<file path="src/sv/interval_scheduling_select_macros.svh">
// ----------------------------------------------------------------------------
// Interval scheduling select assertion macros
// Shared assertion shorthands, sampled on clk_i and disabled during reset.
// ----------------------------------------------------------------------------
`ifndef INTERVAL_SCHEDULING_SELECT_MACROS_SVH
`define INTERVAL_SCHEDULING_SELECT_MACROS_SVH

// The consequent must hold in the same cycle as the antecedent.
`define ISS_ASSERT_SAME(lbl, ante, cons, msg) \
  lbl: assert property (@(posedge clk_i) disable iff (!rst_ni) (ante) |-> (cons)) \
    else $error(msg);

// The consequent must hold in the cycle after the antecedent.
`define ISS_ASSERT_NEXT(lbl, ante, cons, msg) \
  lbl: assert property (@(posedge clk_i) disable iff (!rst_ni) (ante) |=> (cons)) \
    else $error(msg);

`endif

</file>
<file path="src/sv/iss_pkg.sv">
// ----------------------------------------------------------------------------
// Interval scheduling select package
// Sizes, transfer types, controller states and the control interface.
// ----------------------------------------------------------------------------
`default_nettype none

package iss_pkg;

  localparam int MaxIntervals = 16;
  localparam int OutLimit     = 16;
  localparam int DataW        = 16;
  localparam int IdxW         = $clog2(MaxIntervals);
  localparam int CntW         = $clog2(MaxIntervals + 1);
  localparam int SelIdxW      = 4;
  localparam int SelTotW      = 5;

  typedef struct packed {
    logic signed [DataW-1:0] iv_start;
    logic signed [DataW-1:0] iv_end;
    logic                    is_last;
  } in_item_t;

  typedef struct packed {
    logic signed [DataW-1:0] sel_start;
    logic signed [DataW-1:0] sel_end;
    logic [SelIdxW-1:0]      sel_index;
    logic [SelTotW-1:0]      sel_total;
    logic                    final_flag;
    logic                    overflow;
  } res_item_t;

  typedef enum logic [2:0] {
    StIdle,
    StScan,
    StWait,
    StCommit,
    StEmit,
    StFlush
  } iss_state_e;

  typedef struct packed {
    logic load;
    logic run_init;
    logic scan_rd;
    logic commit;
    logic emit_rd;
    logic clear;
  } iss_cmd_t;

  typedef struct packed {
    logic scan_end;
    logic found;
    logic keep_full;
    logic emit_end;
  } iss_status_t;

endpackage

`default_nettype wire

</file>
<file path="src/sv/interval_scheduling_select.sv">
// ----------------------------------------------------------------------------
// Interval scheduling select
// Greedy earliest-finish selection over a loaded set of intervals.
// ----------------------------------------------------------------------------
// Usage:
//   Input: drive in_i and raise start; a transfer happens at each rising
//   edge with start high and busy low. Items are taken one per cycle.
//   The item with is_last set closes the set. Items beyond 16 are dropped
//   and reported through the overflow field.
//   After the closing transfer busy rises. The block then runs one pass
//   over the stored intervals per kept interval, plus a final pass that
//   finds nothing (none once 16 are kept). Each pass reads the N stored
//   intervals one at a time through the single read port of the store.
//   Output: the K kept intervals appear on res_o in order of ascending end,
//   one per cycle on consecutive cycles, each marked by res_strobe_o for one
//   cycle; the transfer completes at the edge ending that cycle. There is no
//   back-pressure. Busy falls once emission has finished.
//   Reset: the set is emptied, the overflow mark cleared and the block idles.
// ----------------------------------------------------------------------------
`default_nettype none

module interval_scheduling_select import iss_pkg::*; (
  input  logic      clk_i,
  input  logic      rst_ni,
  input  logic      start,
  input  in_item_t  in_i,
  output logic      busy,
  output logic      res_strobe_o,
  output res_item_t res_o
);

  iss_cmd_t    cmd;
  iss_status_t status;

  iss_ctrl u_ctrl (
    .clk_i     (clk_i),
    .rst_ni    (rst_ni),
    .start_i   (start),
    .is_last_i (in_i.is_last),
    .status_i  (status),
    .cmd_o     (cmd),
    .busy_o    (busy)
  );

  iss_dp u_dp (
    .clk_i        (clk_i),
    .rst_ni       (rst_ni),
    .cmd_i        (cmd),
    .in_i         (in_i),
    .status_o     (status),
    .res_strobe_o (res_strobe_o),
    .res_o        (res_o)
  );

`include "interval_scheduling_select_macros.svh"

  `ISS_ASSERT_SAME(a_strobe_busy, res_strobe_o, busy, "result strobe while idle")
  `ISS_ASSERT_NEXT(a_last_busy, start && !busy && in_i.is_last, busy,
    "closing transfer did not start selection")
  `ISS_ASSERT_NEXT(a_final_ends, res_strobe_o && res_o.final_flag, !res_strobe_o,
    "result after the final one")
  `ISS_ASSERT_NEXT(a_index_seq, res_strobe_o && !res_o.final_flag,
    res_strobe_o && (res_o.sel_index == SelIdxW'($past(res_o.sel_index) + 1'b1)),
    "result index out of sequence")

endmodule

`default_nettype wire

</file>
<file path="src/sv/iss_ctrl.sv">
// ----------------------------------------------------------------------------
// Interval scheduling select controller
// Sequences loading, the selection passes over the store and the emission.
// ----------------------------------------------------------------------------
`default_nettype none

module iss_ctrl import iss_pkg::*; (
  input  logic        clk_i,
  input  logic        rst_ni,
  input  logic        start_i,
  input  logic        is_last_i,
  input  iss_status_t status_i,
  output iss_cmd_t    cmd_o,
  output logic        busy_o
);

  iss_state_e state_q, state_d;

  always_ff @(posedge clk_i or negedge rst_ni) begin
    if (!rst_ni) begin
      state_q <= StIdle;
    end else begin
      state_q <= state_d;
    end
  end

  always_comb begin
    state_d = state_q;
    cmd_o   = '0;
    busy_o  = 1'b1;
    unique case (state_q)
      StIdle: begin
        busy_o = 1'b0;
        if (start_i) begin
          cmd_o.load = 1'b1;
          if (is_last_i) begin
            cmd_o.run_init = 1'b1;
            state_d        = StScan;
          end
        end
      end
      StScan: begin
        cmd_o.scan_rd = 1'b1;
        if (status_i.scan_end) begin
          state_d = StWait;
        end
      end
      // The last read of the pass is compared in this cycle.
      StWait: begin
        state_d = StCommit;
      end
      StCommit: begin
        cmd_o.commit = 1'b1;
        if (status_i.found && !status_i.keep_full) begin
          state_d = StScan;
        end else begin
          state_d = StEmit;
        end
      end
      StEmit: begin
        cmd_o.emit_rd = 1'b1;
        if (status_i.emit_end) begin
          state_d = StFlush;
        end
      end
      StFlush: begin
        cmd_o.clear = 1'b1;
        state_d     = StIdle;
      end
      default: begin
        state_d = StIdle;
      end
    endcase
  end

endmodule

`default_nettype wire

</file>
<file path="src/sv/iss_dp.sv">
// ----------------------------------------------------------------------------
// Interval scheduling select datapath
// Interval store, selection search, kept-position list and result registers.
// ----------------------------------------------------------------------------
`default_nettype none

module iss_dp import iss_pkg::*; (
  input  logic        clk_i,
  input  logic        rst_ni,
  input  iss_cmd_t    cmd_i,
  input  in_item_t    in_i,
  output iss_status_t status_o,
  output logic        res_strobe_o,
  output res_item_t   res_o
);

  logic signed [DataW-1:0] mem_start [MaxIntervals];
  logic signed [DataW-1:0] mem_end   [MaxIntervals];
  logic [IdxW-1:0]         keep_q    [MaxIntervals];

  logic [CntW-1:0]         cnt_q, cnt_d;
  logic                    drop_q, drop_d;
  logic [CntW-1:0]         scan_ptr_q, scan_ptr_d;
  logic [CntW-1:0]         nkeep_q, nkeep_d;
  logic [CntW-1:0]         emit_ptr_q, emit_ptr_d;
  logic                    first_q, first_d;
  logic                    found_q, found_d;
  logic [IdxW-1:0]         best_idx_q, best_idx_d;
  logic signed [DataW-1:0] best_end_q, best_end_d;
  logic [IdxW-1:0]         prev_idx_q, prev_idx_d;
  logic signed [DataW-1:0] last_end_q, last_end_d;
  logic                    scan_vld_q, emit_vld_q;

  logic signed [DataW-1:0] rd_start_q, rd_end_q;
  logic [IdxW-1:0]         rd_idx_q;
  logic [SelIdxW-1:0]      emit_idx_q;

  logic [IdxW-1:0]         rd_addr;
  logic                    rd_en;
  logic                    key_after, eligible, better, take;

  always_ff @(posedge clk_i) begin
    if (cmd_i.load && (cnt_q < CntW'(MaxIntervals))) begin
      mem_start[cnt_q[IdxW-1:0]] <= in_i.iv_start;
      mem_end[cnt_q[IdxW-1:0]]   <= in_i.iv_end;
    end
  end

  assign rd_addr = cmd_i.emit_rd ? keep_q[emit_ptr_q[IdxW-1:0]] : scan_ptr_q[IdxW-1:0];
  assign rd_en   = cmd_i.scan_rd | cmd_i.emit_rd;

  always_ff @(posedge clk_i) begin
    if (rd_en) begin
      rd_start_q <= mem_start[rd_addr];
      rd_end_q   <= mem_end[rd_addr];
      rd_idx_q   <= rd_addr;
    end
    if (cmd_i.emit_rd) begin
      emit_idx_q <= emit_ptr_q[SelIdxW-1:0];
    end
    if (cmd_i.commit && found_q) begin
      keep_q[nkeep_q[IdxW-1:0]] <= best_idx_q;
    end
  end

  // A candidate must come after the previous pick in (end, arrival) order and
  // start no earlier than its end; the first pass takes any interval.
  assign key_after = (rd_end_q > last_end_q) ||
                     ((rd_end_q == last_end_q) && (rd_idx_q > prev_idx_q));
  assign eligible  = first_q || (key_after && (rd_start_q >= last_end_q));
  // Strict compare keeps the earliest arrival among equal ends.
  assign better    = !found_q || (rd_end_q < best_end_q);
  assign take      = scan_vld_q && eligible && better;

  always_comb begin
    cnt_d      = cnt_q;
    drop_d     = drop_q;
    scan_ptr_d = scan_ptr_q;
    nkeep_d    = nkeep_q;
    emit_ptr_d = emit_ptr_q;
    first_d    = first_q;
    found_d    = found_q;
    best_idx_d = best_idx_q;
    best_end_d = best_end_q;
    prev_idx_d = prev_idx_q;
    last_end_d = last_end_q;

    if (cmd_i.load) begin
      if (cnt_q < CntW'(MaxIntervals)) begin
        cnt_d = cnt_q + CntW'(1);
      end else begin
        drop_d = 1'b1;
      end
    end
    if (cmd_i.run_init) begin
      nkeep_d    = '0;
      first_d    = 1'b1;
      scan_ptr_d = '0;
      found_d    = 1'b0;
    end
    if (cmd_i.scan_rd) begin
      scan_ptr_d = scan_ptr_q + CntW'(1);
    end
    if (take) begin
      found_d    = 1'b1;
      best_idx_d = rd_idx_q;
      best_end_d = rd_end_q;
    end
    if (cmd_i.commit) begin
      if (found_q) begin
        nkeep_d    = nkeep_q + CntW'(1);
        last_end_d = best_end_q;
        prev_idx_d = best_idx_q;
        first_d    = 1'b0;
      end
      scan_ptr_d = '0;
      found_d    = 1'b0;
      emit_ptr_d = '0;
    end
    if (cmd_i.emit_rd) begin
      emit_ptr_d = emit_ptr_q + CntW'(1);
    end
    if (cmd_i.clear) begin
      cnt_d  = '0;
      drop_d = 1'b0;
    end
  end

  always_ff @(posedge clk_i or negedge rst_ni) begin
    if (!rst_ni) begin
      cnt_q      <= '0;
      drop_q     <= 1'b0;
      scan_ptr_q <= '0;
      nkeep_q    <= '0;
      emit_ptr_q <= '0;
      first_q    <= 1'b1;
      found_q    <= 1'b0;
      scan_vld_q <= 1'b0;
      emit_vld_q <= 1'b0;
    end else begin
      cnt_q      <= cnt_d;
      drop_q     <= drop_d;
      scan_ptr_q <= scan_ptr_d;
      nkeep_q    <= nkeep_d;
      emit_ptr_q <= emit_ptr_d;
      first_q    <= first_d;
      found_q    <= found_d;
      scan_vld_q <= cmd_i.scan_rd;
      emit_vld_q <= cmd_i.emit_rd;
    end
  end

  always_ff @(posedge clk_i) begin
    best_idx_q <= best_idx_d;
    best_end_q <= best_end_d;
    prev_idx_q <= prev_idx_d;
    last_end_q <= last_end_d;
  end

  assign status_o.scan_end  = (scan_ptr_q == cnt_q - CntW'(1));
  assign status_o.found     = found_q;
  assign status_o.keep_full = (nkeep_q == CntW'(OutLimit - 1));
  assign status_o.emit_end  = (emit_ptr_q == nkeep_q - CntW'(1));

  assign res_strobe_o     = emit_vld_q;
  assign res_o.sel_start  = rd_start_q;
  assign res_o.sel_end    = rd_end_q;
  assign res_o.sel_index  = emit_idx_q;
  assign res_o.sel_total  = SelTotW'(nkeep_q);
  assign res_o.final_flag = (CntW'(emit_idx_q) == nkeep_q - CntW'(1));
  assign res_o.overflow   = drop_q;

endmodule

`default_nettype wire

</file>
<file path="config.mk">
export PLATFORM = sky130hd
export DESIGN_NAME = interval_scheduling_select
export DESIGN_NICKNAME = d
export VERILOG_FILES = /design/src/sv/iss_pkg.sv /design/src/sv/interval_scheduling_select.sv /design/src/sv/iss_ctrl.sv /design/src/sv/iss_dp.sv
export VERILOG_INCLUDE_DIRS = /design/src /design/src/sv
export SDC_FILE = /design/constraint.sdc
export NUM_CORES = 1
export LEC_CHECK = 0
export BUFFER_PORTS_ARGS = -buffer_cell sky130_fd_sc_hd__buf_4
export CAP_MARGIN = 10
export CORE_AREA = 2 2 226 228
export CTS_CLUSTER_SIZE = 20
export DETAILED_ROUTE_END_ITERATION = 16
export DIE_AREA = 0 0 228 230
export GPL_ROUTABILITY_DRIVEN = 1
export PLACE_DENSITY_LB_ADDON = 0.2
export SYNTH_ARGS = -nofsm -noshare
export SYNTH_HDL_FRONTEND = slang
export SYNTH_SLANG_ARGS = --single-unit
</file>
<file path="constraint.sdc">
create_clock -name clk_i -period 4.6 [get_ports clk_i]
set_clock_uncertainty 0.2 [all_clocks]
set_input_delay 0.92 -clock clk_i [delete_from_list [all_inputs] [get_ports clk_i]]
set_output_delay 0.92 -clock clk_i [all_outputs]
set_load 0.02 [all_outputs]
</file>
# After elaboration in Yosys (flattened, before gate mapping)
# Memories as Yosys holds them, arrays and structs flattened. A register that Yosys moved wholly into a read port is not among the register bits.
# Cells that the tools add are included.
# Widths: inputs -> output; s select.
word_totals:
  ram_bits: 576
  n_memories: 3
  input_bits: 36
  elab_cells: 107
  out_inout_bits: 45
  regBits: 76
classes:
  n_bitwise: 1
  n_lt_le_gt_ge: 5
  reduce_logical: 22
  n_eq_ne: 15
  n_mux: 39
  add_sub_neg: 6
memory_table:
  columns: ["name", "depth", "word_bits", "rd", "rd_clocked_by_memory_dff", "write_ports", "line_no", "source"]
  rows:
  - ["u_dp.mem_end", 16, 16, 1, 1, 1, "iss_dp.sv:18", "logic signed [DataW-1:0] mem_end [MaxIntervals];"]
  - ["u_dp.mem_start", 16, 16, 1, 1, 1, "iss_dp.sv:17", "logic signed [DataW-1:0] mem_start [MaxIntervals];"]
  - ["u_dp.keep_q", 16, 4, 1, 0, 1, "iss_dp.sv:19", "logic [IdxW-1:0] keep_q [MaxIntervals];"]
op_table:
  columns: ["cell", "n"]
  rows:
  - ["$mux 5", 11]
  - ["$add 5x1->5 const B", 4]
  - ["$mux 1", 19]
  - ["$eq 16x16->1", 1]
  - ["$ge 16x16->1", 1]
  - ["$gt 16x16->1", 1]
  - ["$lt 16x16->1", 1]
  - ["$mux 3", 5]
  - ["$pmux 3 s5", 1]
  - ["$eq 5x5->1", 2]
  - ["$ne 2x2->1 const B", 5]
  - ["$sub 5x1->5 const B", 2]
  - ["$logic_and 1x1->1", 7]
  - ["$eq 3x2->1 const B", 2]
  - ["$eq 3x3->1 const B", 2]
  - ["$reduce_and 2->1", 3]
  - ["$reduce_bool 2->1", 3]
  - ["$reduce_bool 3->1", 2]
  - ["$eq 4x5->1", 1]
  - ["$eq 5x4->1 const B", 1]
  - ["$lt 5x5->1 const B", 1]
  - ["$gt 4x4->1", 1]
  - ["$mux 2", 2]
  - ["$mux 4", 1]
  - ["6 further kinds", 9]

# Logic depth before layout (Yosys ltp)
depth:
  ltp_word: 9
  mapped_depth: 13
  mapped_depth_nobuf: 10

# Modules after synthesis
# Synthesis repeated with hierarchy kept, for this count alone.
unflattened:
  hier_cells: 1935
  hier_area_um2: 28014.4
modules_own_cells:
  columns: ["module", "area_per_inst_um2", "seq_area_each_um2", "cells_each", "n_inst"]
  rows:
  - ["iss_dp", 27787.9, 20325.7, 1908, 1]
  - ["iss_ctrl", 226.5, 75.1, 27, 1]

# Worst setup path after synthesis
# OpenSTA, ideal clock, no wires.
synth_path:
  kind: "in2reg"
  start: "input port start"
  end: "memory u_dp.mem_end[3][0], enable pin"
  slack_ps: 236
  required_time_ps: 3939
  arrival_ps: 3703
  setup_ps: 461
  path_stages: 4
  path_buffers: 0
  path_cell_list: "nand2_1 -> nor2_1 -> nand2_1 -> nor3_1"
synth_via:
  elab_chain_cells: 5
synth_lines:
  columns: ["item", "line_no", "source"]
  rows:
  - ["from (decl)", "interval_scheduling_select.sv:25", "input logic start,"]
  - ["$mux 2", "iss_ctrl.sv:34", "if (start_i) begin"]
  - ["$mux 2", "iss_ctrl.sv:31", "unique case (state_q)"]
  - ["$logic_and 1x1->1", "iss_dp.sv:43", "if (cmd_i.load && (cnt_q < CntW'(MaxIntervals))) begin"]
  - ["$mux 1", "iss_dp.sv:43", null]
  - ["$mux 1 (implied by the code)", "iss_dp.sv:45", "mem_end[cnt_q[IdxW-1:0]] <= in_i.iv_end;"]
  - ["to (decl)", "iss_dp.sv:18", null]
# Every way passes these cells.

# Worst setup path after layout
layout_path:
  start: "register u_ctrl.state_q[1]"
  end: "register u_dp.rd_start_q[9] (read register of u_dp.mem_start), data pin"
layout_via:
  elab_chain_cells: 3
  elab_cells_between_ends: 6
  cone_classes: "2 x eq/ne; 3 x mux; 1 x bitwise"
layout_lines:
  columns: ["item", "line_no", "source"]
  rows:
  - ["from (decl)", "iss_ctrl.sv:17", "iss_state_e state_q, state_d;"]
  - ["from (signal assigned)", "iss_ctrl.sv:21", "state_q <= StIdle;"]
  - ["from (signal assigned)", "iss_ctrl.sv:23", "state_q <= state_d;"]
  - ["$eq 3x3->1 / $eq 3x1->1 (equally long branches)", "iss_ctrl.sv:31", null]
  - ["$mux 1", "iss_ctrl.sv:31", null]
  - ["$mux 4 / $or 1x1->1 (equally long branches)", "iss_dp.sv:49, iss_dp.sv:50", null]
  - ["to (decl)", "iss_dp.sv:34", "logic signed [DataW-1:0] rd_start_q, rd_end_q;"]
# Several ways; a longest one is shown, not always the timed one.
# A chain may end at the register's enable or synchronous reset.

==> impl_metrics.py <==
metrics = {
    "outcome": {
        "outcome": "complete, no violations",
    },
    "clock_network": {
        "cts_tree": "yes",
        "clock_latency_ps": 610,
        "cts_buffers": 70,
        "clock_path_buffers": 3,
        "post_cts.repair.setup_buffers": 0,
        "ctsResizeCount": 0,
        "cts_sinks": 684,
        "cts_root_buf": "clkbuf_16",
        "cts.htree.levels": 3,
        "clk_pin_slew_worst_paths_ps": 60,
        "cts_hold_buf": 0,
    },
    "yosys": {
        "yosys.area.top_type": "edfxtp_1",
        "ys.flop_type": "edfxtp_1",
        "seq_area_frac_synth": 0.7372,
        "syn-num-nets": 1850,
        "synthArstFlopShare": 0.04094,
        "ys_types": 52,
        "synth_area_leaders": "edfxtp_1, mux2i_1, a221oi_1",
        "synthTopCellsByCount": "edfxtp_1, mux2i_1, nand2_1",
        "synth_seq_cells": 684,
        "syn-mean-instance-area_um2": 15.81,
        "synth_edf_count": 656,
        "synth_most_common_cell": "edfxtp_1",
        "yosysWarnings": 0,
        "synth_area_um2": 27670,
        "syn_inst": 1750,
        "yosysTopAreaCellShare": 0.7119,
    },
    "sta": {
        "min_period_over_period": 0.8534,
        "slew_headroom": 0.2337,
        "fmax_mhz": 254.7,
        "worst_pin_slew_ps": 1149,
        "fin_ws_ps": 674.5,
        "hold_viol_final": 0,
        "setup_viol": 0,
        "period_minus_slack_ps": 3926,
        "setup_tns_ps": 0,
        "rsz0062_at_grt": "false",
        "finalMaxSlewViolations": 0,
    },
    "die": {
        "die_w_um": 228,
        "io_pins": 81,
        "core-area_um2": 49860,
        "die_area_um2": 52440,
        "start_util": 0.5550,
        "num_rows": 82,
        "die_h_um": 230,
    },
    "drt": {
        "drc": 0,
        "avgViaCountPerCell": 6.156,
        "drt_wl_total_mm": 64.06,
        "wl_per_cell_um": 24.91,
        "drt_pass1_iterations": 7,
        "dr_total_vias": 15830,
        "ant_nets": 0,
        "first_iter_violations": 1595,
    },
    "setup_path": {
        "end_kind": "flop",
        "critPathKind": "reg -> reg",
        "start_kind": "flop",
        "crit_path_max_fanout": 78,
        "arrival_ps": 4050,
        "required_ps": 4730,
    },
    "hold_path": {
        "hold_class": "in -> async",
    },
    "global_route": {
        "antenna_found_initial": 3,
        "grt_start_max_net_pins": 126,
        "overflow": 0,
        "grt_pass1_vias": 15640,
        "grt_pass1_wl_mm": 96.42,
        "grt_usage": 0.2465,
    },
    "placement": {
        "pre_cts_ws_ps": 705.9,
        "hpwl_mm": 35.63,
        "place_congestion": 0.8545,
        "io_buffer_count": 80,
    },
    "pwr": {
        "power.density_nw_per_um2": 619.2,
        "leakage_uw": 0.01040,
        "vdd_drop_max_uv": 356.2,
    },
    "layout": {
        "fin_util": 0.6300,
        "drive_above_1_share": 0.1345,
        "syn_to_final_growth_pct": 13.52,
        "nNetsFinal": 1941,
    },
    "run": {
        "maxCapViolations": 0,
    },
}
-- worst paths after layout --
path / from / to / slack, ps / cells past startpoint
min in group clk_i: u_dp.best_end_q[3] / u_dp.last_end_q[3] / 240 / 0
hold / removal: rst_ni / u_dp.nkeep_q[3] / 20 / 1
max in group asynchronous: rst_ni / u_dp.first_q / 3850 / 1
setup / recovery: u_ctrl.state_q[1] / u_dp.rd_start_q[9] / 670 / 9
hold reg to reg: u_dp.best_end_q[3] / u_dp.last_end_q[3] / 240 / 0
setup reg to reg: u_ctrl.state_q[1] / u_dp.rd_start_q[9] / 670 / 9
-- power by group --
group	switching [uW]	total [uW]	internal, uW
clock network	2300	5480	3180
registers	713	8490	7780
logic	3430	5480	2050
total	6450	19500	13000
-- layout make-up --
| type | count | area (um^2) |
|---|---|---|
| Multi-Input combinational cell | 915 | 6719 |
| Tap cell | 672 | 840.8 |
| Fill cell | 3603 | 18450 |
| Clock inverter | 43 | 382.9 |
| Clock buffer | 84 | 1826 |
| Timing Repair Buffer | 120 | 1039 |
| Inverter | 50 | 200.2 |
| Antenna cell | 3 | 7.507 |
| Sequential cell | 684 | 20400 |
-- per-stage QoR --
step | instance area [um^2] | std cells | total power [uW] | hold slack (ps)
final | 31420 | 2571 | 19450 | 24.56
after global routing | 31410 | 2569 | 20330 | 36.00
after CTS | 31410 | 2568 | 19530 | 8.641
after detailed placement | 29200 | 2441 | 14050 | 233.9
after global placement | 29200 | 2441 | 13870 | 232.3
after floorplan | 27670 | 1750 | 12030 | 219.6
-- registers in the layout, indices dropped and copies added (netlist names), 5 cells and up --
signal,flops
u_dp.emit_ptr_q,5
u_dp.scan_ptr_q,5
u_dp.rd_end_q,16
u_dp.best_end_q,16
u_dp.keep_q,64
u_dp.rd_start_q,16
u_dp.cnt_q,5
u_dp.last_end_q,16
u_dp.mem_start,256
u_dp.mem_end,256
u_dp.nkeep_q,5
-- critical path, stage by stage (launching register included) --
cell	delay, ps
dfrtp_1	470
or3b_1	650
nor2_1	290
a32oi_1	130
and2_4	230
clkinv_8	260
buf_4	380
mux2i_1	220
a221oi_1	90
or4_1	560
-- per-layer routing --
layer  global-route usage  wire (um)  up-vias
li1                     -          -     7072
met1               0.3452      26870     8046
met2               0.3986      30940      586
met3              0.04303       4589      124
met4              0.07700       1660        0
met5                    0          0        -
-- logic make-up after synthesis --
group                      count (synthesis)  synth area share
and+or+nand+nor                          320           0.05475
xor gates and xnor gates                  28          0.008862
DFF                                      684            0.7372
AOI/OAI and AO/OA                        338           0.08396
buffers and inverters                    151           0.02473
adders and majority gates                 64           0.02894
muxes                                    165           0.06154
-- cell usage in the layout (no fill, tap or decap), drive strengths merged, types with 4 or more instances in the layout --
cell type  instances
mux2i            160
or4               31
xor2              16
dfrtp             27
ha                64
a21oi            138
nand3             13
a221oi           126
edfxtp           656
clkinv            29
xnor2             12
nor2b              7
nand4             16
buf              120
a211oi             4
bufinv             6
nor3              14
nand2b            11
a22oi             13
a21o              16
and3              10
nand2            158
clkinvlp           5
mux4               4
nor4               4
inv               53
nor2              46
clkbuf            84
o21ai             20
(Power assumes the default switching activity.)
